[config.mk]
export PLATFORM = sky130hd
export DESIGN_NAME = repb_addr
export DESIGN_NICKNAME = d
export VERILOG_FILES = /design/src/rtl/repb_pkg.sv /design/src/rtl/repb_addr.sv
export SDC_FILE = /design/constraint.sdc
export NUM_CORES = 1
export LEC_CHECK = 0
export ABC_AREA = 1
export ABC_CLOCK_PERIOD_IN_PS = 11650
export BUFFER_PORTS_ARGS = -buffer_cell sky130_fd_sc_hd__buf_4
export CAP_MARGIN = 20
export CORE_MARGIN = 5
export CORE_UTILIZATION = 50
export DETAILED_ROUTE_END_ITERATION = 7
export GPL_TIMING_DRIVEN = 1
export PLACE_DENSITY_LB_ADDON = 0.1
export SYNTH_ARGS = -nofsm -noshare
export SYNTH_HDL_FRONTEND = slang
export SYNTH_SLANG_ARGS = --single-unit
[constraint.sdc]
create_clock -name vclk -period 11.65
set_input_delay 0.5825 -clock vclk [all_inputs]
set_output_delay 0.5825 -clock vclk [all_outputs]
set_load 0.005 [all_outputs]
[src/rtl/repb_pkg.sv]
// Package for the rotated e-paper alpha pixel blender.
// Types, operation and register codes, and gray/quantize helpers. No dependencies.
package repb_pkg;
    localparam logic [1:0] OP_LOAD  = 2'd0;
    localparam logic [1:0] OP_READ  = 2'd1;
    localparam logic [1:0] OP_BLEND = 2'd2;

    localparam logic [2:0] REG_MODE  = 3'd0;
    localparam logic [2:0] REG_TURNS = 3'd1;
    localparam logic [2:0] REG_W     = 3'd2;
    localparam logic [2:0] REG_H     = 3'd3;
    localparam logic [2:0] REG_FG    = 3'd4;
    localparam logic [2:0] REG_BG    = 3'd5;
    localparam logic [2:0] REG_BGEN  = 3'd6;

    localparam int CFG_W = 24;

    typedef struct packed {
        logic [1:0] mode;   // 0,1,2 (3 folded to 2)
        logic [7:0] fg_gray;
        logic [7:0] bg_gray;
        logic       bg_en;
    } t_blend_cfg;

    function automatic logic [7:0] gray_of(input logic [23:0] rgb);
        logic [17:0] s;
        s = 18'(rgb[23:16]) * 18'd77 + 18'(rgb[15:8]) * 18'd150
          + 18'(rgb[7:0]) * 18'd29 + 18'd128;
        return s[15:8];
    endfunction

    // Division by 255 of values below 65535: q = (v + 1 + (v >> 8)) >> 8
    function automatic logic [7:0] div255(input logic [16:0] v);
        logic [17:0] t;
        t = 18'(v) + 18'd1 + 18'(v[16:8]);
        return t[15:8];
    endfunction

    function automatic logic [3:0] quantize(input logic [7:0] g, input logic [1:0] mode);
        logic [8:0] c;
        logic [9:0] m;
        c = (9'(g) + 9'd8) >> 4;
        m = 10'(g) * 10'd3 + 10'd127;
        case (mode)
            2'd0:    return {3'd0, g[7]};
            2'd1:    return (m >= 10'd765) ? 4'd3 : (m >= 10'd510) ? 4'd2 :
                            (m >= 10'd255) ? 4'd1 : 4'd0;
            default: return (c > 9'd15) ? 4'd15 : c[3:0];
        endcase
    endfunction

    function automatic logic [7:0] expand(input logic [3:0] c, input logic [1:0] mode);
        case (mode)
            2'd0:    return c[0] ? 8'd255 : 8'd0;
            2'd1:    return 8'(c[1:0]) * 8'd85;
            default: return 8'(c) * 8'd17;
        endcase
    endfunction
endpackage

[src/rtl/repb_addr.sv]
// Address stage: bounds check and rotated byte/bit placement of a blend pixel.
// Depends on repb_pkg.
module repb_addr import repb_pkg::*; (
    input  logic [1:0]  i_mode,
    input  logic [1:0]  i_turns,
    input  logic [10:0] i_width,
    input  logic [10:0] i_height,
    input  logic [15:0] i_x,
    input  logic [15:0] i_y,
    output logic        o_visible,
    output logic [22:0] o_index,
    output logic [2:0]  o_bitpos
);
    logic [10:0] nw, pitch, xu, yu, col, row, sub, lane, rx, ry;
    logic [1:0]  sh;
    logic [21:0] prod;
    always_comb begin
        xu = i_x[10:0];
        yu = i_y[10:0];
        o_visible = !i_x[15] && !i_y[15] && (i_x[14:0] < 15'(i_width))
                    && (i_y[14:0] < 15'(i_height));
        nw = (i_turns[0] == 1'b0) ? i_width : i_height;
        sh = (i_mode == 2'd0) ? 2'd3 : (i_mode == 2'd1) ? 2'd2 : 2'd1;
        pitch = (i_mode == 2'd0) ? 11'((12'(nw) + 12'd7) >> 3) : (nw >> sh);
        lane = (11'd1 << sh) - 11'd1;
        rx = i_width - 11'd1 - xu;
        ry = i_height - 11'd1 - yu;
        case (i_turns)
            2'd0:    begin col = xu; row = yu; sub = lane - (xu & lane); end
            2'd1:    begin col = yu; row = rx; sub = lane - (yu & lane); end
            2'd2:    begin col = rx; row = ry; sub = xu & lane; end
            default: begin col = ry; row = xu; sub = yu & lane; end
        endcase
        prod = row * pitch;
        o_index = 23'(prod) + 23'(col >> sh);
        o_bitpos = 3'(sub << i_mode);
    end
endmodule

==> results_dict.tcl <==
set metrics [dict create \
    cp.arrival_ns 7.47 \
    io-pin-count 85 \
    cts_resized 0 \
    holdPathEnd "o_visible" \
    start_util_pct 50.4 \
    dpl-instance-area_sq_mm 0.00808 \
    vias 7299 \
    rsz0062_at_grt "false" \
    cp_slowest_cell "fa_1" \
    ys_seq_area_share_pct 0 \
    antennaDiodeCount 0 \
    grt_max_degree 41 \
    path_delay_family "adder cells" \
    drive_gt1_share_pct 9.68 \
    n_fill_cell 1470 \
    worst_slew_pin_slew_ns 0.907 \
    cp_common_cell "inv_1" \
    detail-route-antenna-nets 0 \
    drt_iter0_markers 646 \
    port_buffers 85 \
    fin_crit_sh_pct 69.1 \
    die_y_um 130 \
    cp_max_fo 6 \
    hp-start "i_x[11]" \
    maxSlewViolCount 0 \
    multi_input_area_sq_mm 0.00633 \
    startpoint "i_y[0]" \
    cts_setup_buffers 0 \
    final_common_cell "nand2_1" \
    dp_hpwl_um 19400 \
    synth_area_per_cell_sq_um 6.74 \
    rows 44 \
    fin_nets 1417 \
    fin_crit_ns 8.05 \
    drc 0 \
    hold_viol 0 \
    status "finished clean" \
    critical_path_class "input pin to primary output" \
    critPathMaxStageDelay_ns 0.54 \
    track_usage_pct 26.4 \
    drt_wl_total_um 22100 \
    antenna_found_initial 0 \
    vias_per_cell 5.44 \
    setup_viol 0 \
    syn_to_final_growth_pct 11.8 \
    min_path_cells 5 \
    finalSetupTns_ns 0 \
    yosys_warnings 0 \
    drv_cap 0 \
    core_sq_mm 0.0144 \
    final_area_sq_mm 0.00809 \
    wl_per_cell_um 16.5 \
    end_kind "primary output" \
    die_width_um 130 \
    crit_buf_inv 11 \
    grt-ovfl-total 0 \
    firstDrtPassIters 5 \
    relSlewSlack_pct 39.5 \
    clock_buffers 0 \
    cts_hold_buf 0 \
    seqCellArea_sq_um 0 \
    synth_cell_types 47 \
    netlist_instances 1074 \
    fmax_ghz 0.124 \
    seq_cell_count 0 \
    layout_common_cells "nand2_1 (230), inv_1 (229), ha_1 (105)" \
    hp-class "input pin to primary output" \
    dieArea_sq_mm 0.0170 \
    grt_pass1_wl_um 35700 \
    gp_congestion 0.997 \
    worstPathRequired_ns 11.07 \
    syn-cell-area_sq_mm 0.00724 \
    first_global_vias 7000 \
    stdcell_count 1341 \
    start_kind "input pin" \
    dp_cells 1340 \
]
-- cell type report --
class	count	share of cell area, %
multi-input cells	837	78.2
well taps	184	2.85
inverters	232	10.8
repair buffers	88	8.16
-- cells by family after synthesis --
group                      Yosys count  synth area share, %
AOI/OAI and AO/OA                  163                 13.6
buffers and inverters              249                 13.2
other                                2                0.104
and+or+nand+nor                    431                 25.2
xor gates and xnor gates            29                 3.51
adders and majority gates          200                 44.4
-- metrics by stage --
step / setup WS, ns / util (%) / hold WS, ns
floorplan: 4.89 / - / 1.31
global placement: 3.68 / 56.3 / 1.53
global route: 3.13 / 56.3 / 1.58
detailed placement: 3.68 / 56.3 / 1.55
CTS: 3.65 / 56.3 / 1.55
finish: 3.60 / 56.3 / 1.55
-- worst max path at each step --
stage / to / slack, ns / cells past startpoint
6_report: o_index[16] / 3.60 / 31
5_1_grt: o_index[16] / 3.13 / 33
4_1_cts: o_index[19] / 3.65 / 27
3_5_place_dp: o_index[19] / 3.68 / 27
3_3_place_gp: o_index[16] / 3.68 / 30
2_1_floorplan: o_index[16] / 4.89 / 30
-- synth_stat cells, types with 4 or more instances --
master	number	area share [%]
o22ai_1	9	0.78
o21ai_0	55	3.8
nand3_1	73	5.0
nor4_1	4	0.35
nand2_2	4	0.35
a31oi_1	5	0.43
fa_1	95	26
nand2_1	230	12
a221oi_1	6	0.73
nor2_1	87	4.5
nand4_1	11	0.95
xnor2_1	9	1.1
ha_1	105	18
nor2_2	4	0.35
clkbuf_1	11	0.57
xor2_1	20	2.4
o211ai_1	4	0.41
a21oi_1	51	3.5
o21ai_1	5	0.35
o2111ai_1	4	0.48
a21o_1	7	0.73
inv_1	229	12
or2_2	5	0.43
nor3_1	6	0.41
-- layer usage --
layer | share of wire (%) | up-vias | global-route usage, %
li1 | - | 3552 | -
met1 | 48 | 3463 | 40.6
met2 | 43 | 262 | 40.1
met3 | 7.8 | 22 | 4.58
met4 | 1.1 | 0 | 2.32
met5 | 0 | - | 0
Power is left out: the tool's default activity adds up to more than one toggle a clock period on the data nets, which glitch-free logic cannot reach.
