File: src/rtl/repb_pkg.sv
// Package for the rotated e-paper alpha pixel blender.
// Types, operation and register codes, and gray/quantize helpers. No dependencies.
package repb_pkg;
    localparam logic [1:0] OP_LOAD  = 2'd0;
    localparam logic [1:0] OP_READ  = 2'd1;
    localparam logic [1:0] OP_BLEND = 2'd2;

    localparam logic [2:0] REG_MODE  = 3'd0;
    localparam logic [2:0] REG_TURNS = 3'd1;
    localparam logic [2:0] REG_W     = 3'd2;
    localparam logic [2:0] REG_H     = 3'd3;
    localparam logic [2:0] REG_FG    = 3'd4;
    localparam logic [2:0] REG_BG    = 3'd5;
    localparam logic [2:0] REG_BGEN  = 3'd6;

    localparam int CFG_W = 24;

    typedef struct packed {
        logic [1:0] mode;   // 0,1,2 (3 folded to 2)
        logic [7:0] fg_gray;
        logic [7:0] bg_gray;
        logic       bg_en;
    } t_blend_cfg;

    function automatic logic [7:0] gray_of(input logic [23:0] rgb);
        logic [17:0] s;
        s = 18'(rgb[23:16]) * 18'd77 + 18'(rgb[15:8]) * 18'd150
          + 18'(rgb[7:0]) * 18'd29 + 18'd128;
        return s[15:8];
    endfunction

    // Division by 255 of values below 65535: q = (v + 1 + (v >> 8)) >> 8
    function automatic logic [7:0] div255(input logic [16:0] v);
        logic [17:0] t;
        t = 18'(v) + 18'd1 + 18'(v[16:8]);
        return t[15:8];
    endfunction

    function automatic logic [3:0] quantize(input logic [7:0] g, input logic [1:0] mode);
        logic [8:0] c;
        logic [9:0] m;
        c = (9'(g) + 9'd8) >> 4;
        m = 10'(g) * 10'd3 + 10'd127;
        case (mode)
            2'd0:    return {3'd0, g[7]};
            2'd1:    return (m >= 10'd765) ? 4'd3 : (m >= 10'd510) ? 4'd2 :
                            (m >= 10'd255) ? 4'd1 : 4'd0;
            default: return (c > 9'd15) ? 4'd15 : c[3:0];
        endcase
    endfunction

    function automatic logic [7:0] expand(input logic [3:0] c, input logic [1:0] mode);
        case (mode)
            2'd0:    return c[0] ? 8'd255 : 8'd0;
            2'd1:    return 8'(c[1:0]) * 8'd85;
            default: return 8'(c) * 8'd17;
        endcase
    endfunction
endpackage

File: src/rtl/repb_mix.sv
// Blend datapath: base gray select, alpha mix, divide by 255, quantize.
// Depends on repb_pkg.
module repb_mix import repb_pkg::*; (
    input  t_blend_cfg i_cfg,
    input  logic [7:0] i_byte,
    input  logic [2:0] i_bitpos,
    input  logic [7:0] i_alpha,
    output logic [7:0] o_byte,
    output logic [3:0] o_color
);
    logic [7:0]  fmask, stored, base, mixed;
    logic [3:0]  fld;
    logic [16:0] sum;
    always_comb begin
        fmask = ((8'd1 << (4'd1 << i_cfg.mode)) - 8'd1) << i_bitpos;
        stored = (i_byte & fmask) >> i_bitpos;
        fld = stored[3:0];
        base = i_cfg.bg_en ? i_cfg.bg_gray : expand(fld, i_cfg.mode);
        sum = 17'(base) * 17'(8'd255 - i_alpha) + 17'(i_cfg.fg_gray) * 17'(i_alpha) + 17'd127;
        mixed = div255(sum);
        o_color = quantize(mixed, i_cfg.mode);
        o_byte = (i_byte & ~fmask) | ((8'(o_color) << i_bitpos) & fmask);
    end
endmodule

File: config.mk
export PLATFORM = sky130hd
export DESIGN_NAME = repb_mix
export DESIGN_NICKNAME = d
export VERILOG_FILES = /design/src/rtl/repb_pkg.sv /design/src/rtl/repb_mix.sv
export SDC_FILE = /design/constraint.sdc
export NUM_CORES = 1
export LEC_CHECK = 0
export BUFFER_PORTS_ARGS = -buffer_cell sky130_fd_sc_hd__buf_2
export CAP_MARGIN = 10
export CORE_MARGIN = 2
export CORE_UTILIZATION = 45
export DETAILED_ROUTE_END_ITERATION = 12
export GPL_TIMING_DRIVEN = 0
export SLEW_MARGIN = 40
export SYNTH_ARGS = -nofsm -noshare
export SYNTH_HDL_FRONTEND = slang
export SYNTH_SLANG_ARGS = --single-unit
File: constraint.sdc
create_clock -name vclk -period 15.4
set_input_delay 1.54 -clock vclk [all_inputs]
set_output_delay 1.54 -clock vclk [all_outputs]
set_load 0.1 [all_outputs]
==> results.toml, run 1 <==
[run_status]
status = "finished clean"

[synthesis]
yosys.area_share.simple = 0.207
synth_top_family_by_area = "adder cells"
synth.area.top_cells = "fa_1 31%, ha_1 16%, inv_1 10%"
yosysSeqAreaShare = 0
synth-xor-area-share = 0.0377
synth_adder_area_share = 0.462
synth_top_area_cell = "fa_1"
muxShareOfSynthArea = 0.0214
ys.warnings.count = 0
avgSynthCellArea_um2 = 7.96
synth_compound_area_frac = 0.155
synth_nets = 1077
post-synth-top-area-fraction = 0.307
synth_cells = 851
synth_area_um2 = 6780
ys_types = 78

[global_routing]
grt_pass1_vias = 6011
track_usage = 0.219
antenna_found_initial = 0
overflow = 0
grt_max_degree = 11
grt_pass1_wl_um = 29500

[cells_and_area]
n_antenna_cell = 0
nClkBuffers = 0
ff_latch_area_um2 = 0
synthToLayoutAreaGrowth_pct = 24.8
seq_cells = 0
multi_input_area_um2 = 6730
fillerInstances = 1343
drive_gt1_frac = 0.278
final_nets = 1177

[timing]
hold_slack_ps = 3580
timing.fmax_mhz = 66.5
setup_violations = 0
maxSlewViolCount = 0
relSlewSlack = 0.582
tightest_slew_ps = 623
period_minus_slack_ps = 15040
fin_crit_sh = 0.976
hold_viol = 0
worst_slack_ps = 364
tns_ps = 0

[place]
place_hpwl_um = 14100
port_buffers = 46
preCtsSetupSlack_ps = -1750
gp_congestion = 0.855

[setup_path]
slowest_delay_ps = 550
endpoint_kind = "output pin"
worstPathRequired_ps = 13860
path_class = "input port to output pin"
cp_slowest_cell = "fa_1"
critPathLaunchType = "input port"
worstPathArrival_ps = 13500
path_max_fanout = 5
crit_path_frequent_cell = "fa_1"

[floorplan]
core-area_um2 = 14600
start_util = 0.463
die_height_um = 127
io_pins = 50
dieArea_um2 = 16100
die_w_um = 127
placementRows = 44

[detailed_routing]
wl_per_cell_um = 15.6
vias = 6045
drtIter0Drc = 225
firstDrtPassIters = 5
ant_nets = 0
wl_um = 17700
drc = 0
avgViaCountPerCell = 5.34

[worst_hold_path]
hold_path_class = "input port to output pin"

[run]
max_cap_viol_count = 0
[layout by cell type, fill, tap and decap left out, drive strengths merged, types with 10 or more instances in the layout]
master / netlist / routed
inv: 183 / 182
fa: 104 / 104
buf: 4 / 102
ha: 84 / 84
nand2: 78 / 78
nor2: 66 / 66
a21oi: 30 / 30
or2: 25 / 25
and2: 23 / 23
o21ai: 21 / 21
clkbuf: 20 / 20
xnor2: 16 / 16
nand2b: 13 / 13
nor3: 13 / 13
nor2b: 11 / 11
mux2i: 10 / 10
nand3: 10 / 10
a211oi: 10 / 10
[layer usage]
metal	global-route usage	wire length [µm]	up-vias
li1	-	-	2968
met4	0.0207	117	0
met2	0.387	8980	106
met5	0	0	-
met1	0.315	8090	2961
met3	0.00464	486	10
[final cells by class]
type	instances	share of cell area
buffer	23	0.0130
inverter	184	0.0829
multi-input combinational	643	0.796
tap	184	0.0272
timing repair buffer	99	0.0810
[kinds of logic (layout without fill, tap and decap cells)]
family / count (synthesis) / in the layout
AO/OA/AOI/OAI: 144 / 144
XOR/XNOR: 26 / 26
multiplexers: 13 / 13
AND/OR/NAND/NOR: 272 / 272
adder cells (fa/ha/maj): 188 / 188
buffers and inverters: 208 / 306
[per-stage QoR]
stage,std cells,utilization,area [µm²]
global route,1133,0.577,8450
global placement,1081,0.500,7330
CTS,1102,0.536,7850
detailed placement,1082,0.501,7330
finish,1133,0.577,8450
floorplan,851,-,6870
[worst max-delay path: cells and delay by family]
family / cells / cell delay [ps]
buffers and inverters: 12 / 1170
muxes: 3 / 860
AOI/OAI and AO/OA: 18 / 3510
and+or+nand+nor: 10 / 2230
adders and majority gates: 11 / 4000
xor gates and xnor gates: 1 / 160
[cell usage after synthesis (3+ instances only)]
master	number
nand2b_1	13
and2_1	23
o21bai_1	7
mux2i_1	10
o22ai_1	3
nor2_1	66
inv_1	182
nand4_1	6
fa_1	104
o21ai_1	7
nor2b_1	11
xnor2_1	16
a211oi_2	4
nand3_1	9
a21boi_1	3
o21a_1	8
o21ai_0	14
ha_1	84
a211oi_1	5
o2111ai_1	4
nor4_1	3
o2111a_1	4
or2_2	24
a21o_1	8
o211ai_1	4
a31oi_1	7
a21oi_1	30
o311a_1	4
clkbuf_1	20
and3_1	7
nor3_1	12
nand2_1	78
o31ai_1	6
xor2_1	8
[repair_timing]
action                                  in CTS  in global routing
endpoints found under the setup margin      11                 10
pin swaps                                   17                 66
hold buffers                                 0                  0
resized for setup                           77                101
setup buffers                               20                 32
[worst paths after layout]
path	start	endpoint	slack (ps)	cells after the start
min	i_byte[7]	o_byte[7]	3580	4
max	i_cfg[17]	o_byte[6]	360	55
Power of run 1 is left out: the tool's default activity adds up to more than one toggle a clock period on the data nets, which glitch-free logic cannot reach.
==> run 2, diff against run 1 <==
CORE_UTILIZATION = 59   (was 45)
PLACE_DENSITY = 0.81   (was default)
==> run 2 against run 1 <==
First-iteration DRC count rose by 84%; flip-flop and latch count did not move; non-clock buffer count rose by 5; core utilization rose by 17 points; via count rose by 7.8%; sequential share of layout area did not move; highest routed layer unchanged.
==> results.toml, run 2 (same netlist as run 1, synthesis figures left out) <==
[run_status]
status = "finished clean"

[setup_path]
slowest_delay_ps = 540
path_class = "input port to output pin"
critPathLaunchType = "input port"
crit_path_frequent_cell = "fa_1"
critical_path.top_delay_family = "adder cells"
endpoint_kind = "output pin"
worstPathArrival_ps = 13660
worstPathRequired_ps = 13860
cp_slowest_cell = "fa_1"
cp.buffers_inverters = 15
path_max_fanout = 9

[detailed_routing]
avgViaCountPerCell = 5.94
vias = 6514
wl_um = 18900
wl_per_cell_um = 17.2
drtIter0Drc = 415
drc = 0
ant_nets = 0
firstDrtPassIters = 5

[cells_and_area]
nClkBuffers = 0
final_nets = 1182
final_cell_mix = "176 x inv_1, 104 x fa_1, 75 x nand2_1"
drive_gt1_frac = 0.267
ff_latch_area_um2 = 0
layout_commonest_cell = "inv_1"
instances_no_fill = 1097
synthToLayoutAreaGrowth_pct = 24.7
seq_cells = 0
n_antenna_cell = 0

[global_routing]
overflow = 0
antenna_found_initial = 0
grt_max_degree = 11
grt_pass1_wl_um = 29100
grt_pass1_vias = 6347
track_usage = 0.279

[floorplan]
core-area_um2 = 11300
die_w_um = 111
placementRows = 39
io_pins = 50
start_util = 0.598
die_height_um = 111
dieArea_um2 = 12400

[timing]
worst_slack_ps = 201
relSlewSlack = 0.544
tightest_slew_ps = 679
period_minus_slack_ps = 15200
hold_slack_ps = 3580
setup_violations = 0
fin_crit_sh = 0.987
hold_viol = 0
maxSlewViolCount = 0
timing.fmax_mhz = 65.8

[worst_hold_path]
hold_path_class = "input port to output pin"
holdPathStages = 3
holdCritStartpoint = "i_byte[1]"
holdPathEnd = "o_byte[1]"

[cts]
ctsHoldBuffers = 0

[run]
max_cap_viol_count = 0

[place]
gp_congestion = 0.986
dp_cells = 1040
preCtsSetupSlack_ps = -1630
port_buffers = 46
place_hpwl_um = 13600
-- run 2: worst min-delay path: stages --
cell,delay [ps]
buf_2,120
a221o_2,160
buf_6,220
-- run 2: metal layers --
| metal | global-route usage | part of all wire | up-vias |
|---|---|---|---|
| li1 | - | - | 2988 |
| met1 | 0.367 | 0.40 | 3210 |
| met4 | 0.0560 | 0.027 | 0 |
| met3 | 0.0252 | 0.060 | 53 |
| met5 | 0 | 0 | - |
| met2 | 0.506 | 0.52 | 263 |
-- run 2: per-stage QoR --
| stage | util | setup TNS, ps | cell area (µm²) |
|---|---|---|---|
| 2_1_floorplan | - | -41.8 | 6870 |
| 3_3_place_gp | 0.643 | -12890 | 7280 |
| 3_5_place_dp | 0.643 | -14260 | 7280 |
| 4_1_cts | 0.685 | 0 | 7760 |
| 5_1_grt | 0.747 | -1540 | 8450 |
| 6_report | 0.747 | 0 | 8450 |
-- run 2: worst max-delay path by stage --
stage,from,endpoint,depth (start not counted)
2_1_floorplan,i_cfg[18],o_byte[2],51
3_3_place_gp,i_cfg[18],o_byte[7],57
3_5_place_dp,i_cfg[18],o_byte[7],56
4_1_cts,i_bitpos[1],o_byte[2],51
5_1_grt,i_cfg[17],o_byte[2],59
6_report,i_cfg[17],o_byte[2],59
-- run 2: layout make-up --
type / instances / area [µm²]
well taps: 143 / 179
multi-input cells: 643 / 6700
fillers: 782 / 2870
repair buffers: 104 / 768
inverters: 184 / 697
plain buffers: 23 / 109
-- run 2: what timing repair did --
item | 4_1_cts | 5_1_grt
pin swaps | 15 | 55
buffers inserted | 19 | 39
resized for setup | 71 | 90
endpoints found under the setup margin | 10 | 10
Power of run 2 is left out for the same reason.
